$ cat config.mk
export PLATFORM = sky130hd
export DESIGN_NAME = idbc_span_cmp
export DESIGN_NICKNAME = d
export VERILOG_FILES = /design/src/rtl/idbc_span_cmp.sv
export SDC_FILE = /design/constraint.sdc
export NUM_CORES = 1
export LEC_CHECK = 0
export ABC_CLOCK_PERIOD_IN_PS = 4200
export CORE_MARGIN = 2
export CORE_UTILIZATION = 35
export DETAILED_ROUTE_END_ITERATION = 10
export DONT_BUFFER_PORTS = 1
export GPL_TIMING_DRIVEN = 0
export PLACE_DENSITY = 0.57
export SLEW_MARGIN = 15
export SYNTH_ARGS = -nofsm -noshare
export SYNTH_HDL_FRONTEND = slang
export SYNTH_SLANG_ARGS = --single-unit
$ cat constraint.sdc
create_clock -name vclk -period 4.2
set_input_delay 0.63 -clock vclk [all_inputs]
set_output_delay 0.63 -clock vclk [all_outputs]
set_load 0.05 [all_outputs]
$ cat src/rtl/idbc_span_cmp.sv
// shared span compare unit: overlap test and intersection of two half-open spans
// no package dependencies

module idbc_span_cmp #(
    parameter int TIME_BITS = 32
) (
    input  logic [TIME_BITS-1:0] i_a_lo,
    input  logic [TIME_BITS-1:0] i_a_hi,
    input  logic [TIME_BITS-1:0] i_b_lo,
    input  logic [TIME_BITS-1:0] i_b_hi,
    output logic                 o_meet,
    output logic [TIME_BITS-1:0] o_lo,
    output logic [TIME_BITS-1:0] o_hi
);

    // spans meet when each starts before the other ends
    assign o_meet = (i_a_lo < i_b_hi) && (i_b_lo < i_a_hi);

    // intersection: later start, earlier end
    assign o_lo = (i_a_lo > i_b_lo) ? i_a_lo : i_b_lo;
    assign o_hi = (i_a_hi < i_b_hi) ? i_a_hi : i_b_hi;

endmodule

; ---- Word level (Yosys, flattened, before mapping)
; Index checks and enable logic that the tools add are counted.
[word_totals]
elab_cells = 7
input_bits = 128
out_inout_bits = 65
ff_bits = 0
[classes]
order_cmp = 4
muxes = 2
n_reduce_logical = 1
[op_table]
columns = operator, count
row1 = $lt 32x32->1, 3
row2 = $mux 32, 2
row3 = $gt 32x32->1, 1
row4 = $logic_and 1x1->1, 1

; ---- Depth between registers and ports, before layout
[logic_depth]
ltp_word = 2
depth_mapped = 9

; ---- Worst setup path after synthesis
; Ideal clock, no wire load.
[synth_timing]
kind = input port to output port
startpoint = input port i_b_hi[2]
endpoint = output port o_meet
t_required_ps = 3570
slack_ps = 417
path_buffers = 0
arrival_time_ps = 3153
cell_stages = 8
path_cell_list = inv_1 ha_1 a211o_1 a31oi_1 o311a_1 o221ai_1 a221o_1 a311oi_1
[synth_via]
elab_chain_len = 2
[synth_lines]
columns = item, line
row1 = start: declaration, 10  ; input logic [TIME_BITS-1:0] i_b_hi,
row2 = $lt 32x32->1, 17  ; assign o_meet = (i_a_lo < i_b_hi) && (i_b_lo < i_a_hi);
row3 = $logic_and 1x1->1, 17
row4 = end: declaration, 11  ; output logic o_meet,
; No other way between the ends.

; ---- Worst setup path after layout
[layout_timing]
startpoint = input port i_b_hi[2]
endpoint = output port o_hi[22]
[layout_via]
elab_chain_len = 2
[layout_lines]
columns = item, line
row1 = $lt 32x32->1, 21  ; assign o_hi = (i_a_hi < i_b_hi) ? i_a_hi : i_b_hi;
row2 = $mux 32, 21
row3 = end: declaration, 13  ; output logic [TIME_BITS-1:0] o_hi
; No other way between the ends.

==> metrics.log <==
[metrics] Area Overhead vs Synth: 13.8%
[metrics] total vias in the final route: ~3400
[metrics] required time at the endpoint of the critical path: 3570 ps
[metrics] sequential cell count of the final layout: 0
[metrics] ANT nets after route: 0
[metrics] count of clock buffers in the final design: 0
[metrics] Final Routed Wirelength: 11200 um
[metrics] slew margin rel.: 24.5%
[metrics] final hold slack: between 1000 and 1500 ps
[metrics] post-route insts no fill: 613
[metrics] count of nets after finishing: roughly 730
[metrics] weighted congestion reported at the end of routability-driven placement: 0.856
[metrics] most used standard cell by instance count after synthesis: sky130_fd_sc_hd__ha_1
[metrics] DIE HEIGHT: 109 um
[metrics] biggest area consumer among synthesized cells: sky130_fd_sc_hd__ha_1
[metrics] leftover overflow at the end of global routing: 0
[metrics] post-DR vias/cell: 5.51
[metrics] Port-buffer cells: 0
[metrics] Worst-Margin Slew: 1100 ps
[metrics] Net Count, Synth: 726
[metrics] Total Die Area: roughly 12000 um^2
[metrics] fraction of final layout cells with drive strength greater than 1: 15.6%
[metrics] worst setup path startpoint: i_b_hi[2]
[metrics] cell area after placement: 4070 um^2
[metrics] number of max-cap violations: 0
[metrics] proportion of netlist area held by the largest area contributor: around two fifths
[metrics] power density relative to cell area: 183 nW/um^2
[metrics] starting DRC count in detailed routing: 54
[metrics] outcome: finished clean
[metrics] RSZ-0062 raised after global routing: yes
[metrics] type of origin of the critical path: input pin
[metrics] number of detailed-routing iterations run before antenna repair: 4
[metrics] wire length of the first global-routing pass: approximately 17000 um
[metrics] final worst path period share: 99.6%
[metrics] Synth top cells by count: 125 x sky130_fd_sc_hd__ha_1, 94 x sky130_fd_sc_hd__inv_1, 44 x sky130_fd_sc_hd__a21oi_1, 31 x sky130_fd_sc_hd__mux2i_1, 30 x sky130_fd_sc_hd__mux2_4
[metrics] Distinct cells, synth: 43
[metrics] DPL Wire Length: 10100 um
[metrics] Cells after Synth: 473
[metrics] worst min path class: in -> out
[metrics] number of antenna cells inserted: 0
[metrics] post-layout worst setup margin: 16.8 ps
[metrics] largest net degree at the start of global routing: 11
[metrics] floorplan row count: 38
[metrics] top area cells in the synthesized netlist: sky130_fd_sc_hd__ha_1 40%, sky130_fd_sc_hd__mux2_4 12%, sky130_fd_sc_hd__inv_1 9.1%, sky130_fd_sc_hd__mux2i_1 8.0%, sky130_fd_sc_hd__a21oi_1 5.7%
[metrics] Crit path arrival time: 3550 ps
[metrics] combined area of all synthesized cells: 3890 um^2
[metrics] critical path endpoint category: output pin
[metrics] critical path peak fanout: 10
[metrics] share of synthesized area occupied by flip-flops and latches: 0%
[metrics] Placed Cells: approximately 600
[metrics] Post-CTS Setup Bufs: 0
[metrics] global-route usage over all layers: 18.0%
[metrics] Residual DRC: 0
[metrics] number of antenna violations at the first check in global routing: 0
[metrics] starting utilization of the core area: between 30% and 40%
[metrics] worst setup path class: in -> out
[metrics] leakage power of the design: 2.37 nW
[metrics] FF/Latch Area: 0 um^2
[metrics] Post-Syn Area per Cell: about 8.2 um^2
[metrics] max-slew violations: 0
[metrics] final hold viol count: 0
[metrics] vias in the first global route: about 3600
[metrics] number of top-level design ports: 193
[metrics] Finished Cell Area: 4430 um^2
[metrics] maximum vdd ir drop: 0.000103 V
[metrics] final critical path time including I/O delays and setup: 4180 ps
[metrics] Synthesis Warnings: 0
[metrics] count of endpoints failing setup in the final report: 0
[metrics] startpoint of the worst hold path: i_b_lo[7]
[metrics] maximum frequency from static timing analysis: 239 MHz
[metrics] post-placement setup slack: -386 ps
[metrics] Routed wire per std cell: roughly 18 um
[metrics] core footprint: approximately 11000 um^2
[metrics] Die X: 109 um
## logic make-up after synthesis
group                    share of synthesized area, %
adder cells (fa/ha/maj)                          40.2
AO/OA/AOI/OAI                                    17.2
buffers and inverters                            11.0
AND/OR/NAND/NOR                                  11.2
multiplexers                                     20.4
## worst max-delay path, stage by stage
cell	delay [ps]
sky130_fd_sc_hd__inv_1	110
sky130_fd_sc_hd__ha_1	260
sky130_fd_sc_hd__a211oi_1	220
sky130_fd_sc_hd__o21ai_1	120
sky130_fd_sc_hd__a21oi_1	290
sky130_fd_sc_hd__o21ai_1	240
sky130_fd_sc_hd__a211oi_4	550
sky130_fd_sc_hd__buf_4	420
sky130_fd_sc_hd__mux2i_2	690
## final timing paths
| path | endpoint | slack, ps | depth (start not counted) |
|---|---|---|---|
| setup / recovery | o_hi[22] | 20 | 9 |
| hold / removal | o_lo[7] | 1480 | 1 |
## power breakdown
part | internal, W | leakage, nW | total (W) | switching (W)
Sequential | 0 | 0 | 0 | 0
Clock | 0 | 0 | 0 | 0
Combinational | 0.000283 | 2.37 | 0.000811 | 0.000528
## layout make-up
cell class	count	area, um^2
inverter	94	353
tap	140	175
multi-input combinational	373	3820
buffer	6	82.6
fill	1095	6410
## cells in the final DEF, fill, tap and decap left out, types with 3 or more instances in the layout
master,count
sky130_fd_sc_hd__ha_1,125
sky130_fd_sc_hd__inv_1,94
sky130_fd_sc_hd__a21oi_1,44
sky130_fd_sc_hd__mux2_4,30
sky130_fd_sc_hd__mux2i_4,26
sky130_fd_sc_hd__nand4_1,20
sky130_fd_sc_hd__a21o_1,20
sky130_fd_sc_hd__nand2_1,19
sky130_fd_sc_hd__nand3_1,10
sky130_fd_sc_hd__nor2_1,10
sky130_fd_sc_hd__o21ai_0,10
sky130_fd_sc_hd__nor2b_1,5
sky130_fd_sc_hd__a211oi_1,4
sky130_fd_sc_hd__o21ai_1,4
sky130_fd_sc_hd__mux2i_2,4
sky130_fd_sc_hd__nor3_1,3
sky130_fd_sc_hd__and4_1,3
sky130_fd_sc_hd__o211ai_1,3
sky130_fd_sc_hd__mux2_1,3
sky130_fd_sc_hd__a31oi_1,3
sky130_fd_sc_hd__buf_12,3
## routing by layer
layer	part of all wire [%]	vias up	track usage (%)
met3	6.5	18	2.61
met4	3.1	0	4.70
met1	41	1495	21.8
met2	49	134	33.2
li1	-	1730	-
met5	0	-	0
## per-stage QoR
step	utilization, %	TNS [ps]	total power (W)
after CTS	40.3	-647	0.000804
after floorplan	-	0	0.000634
after global routing	40.8	-190	0.000877
final	40.8	0	0.000811
after detailed placement	37.6	-10190	0.000730
after global placement	37.5	-9930	0.000717
## timing repair
action	in CTS	in global routing
cloned	0	0
setup endpoints to repair	30	15
hold buffers	0	0
hold endpoints to repair	0	0
resized for setup	53	7
Power figures use the tool's default switching activity.
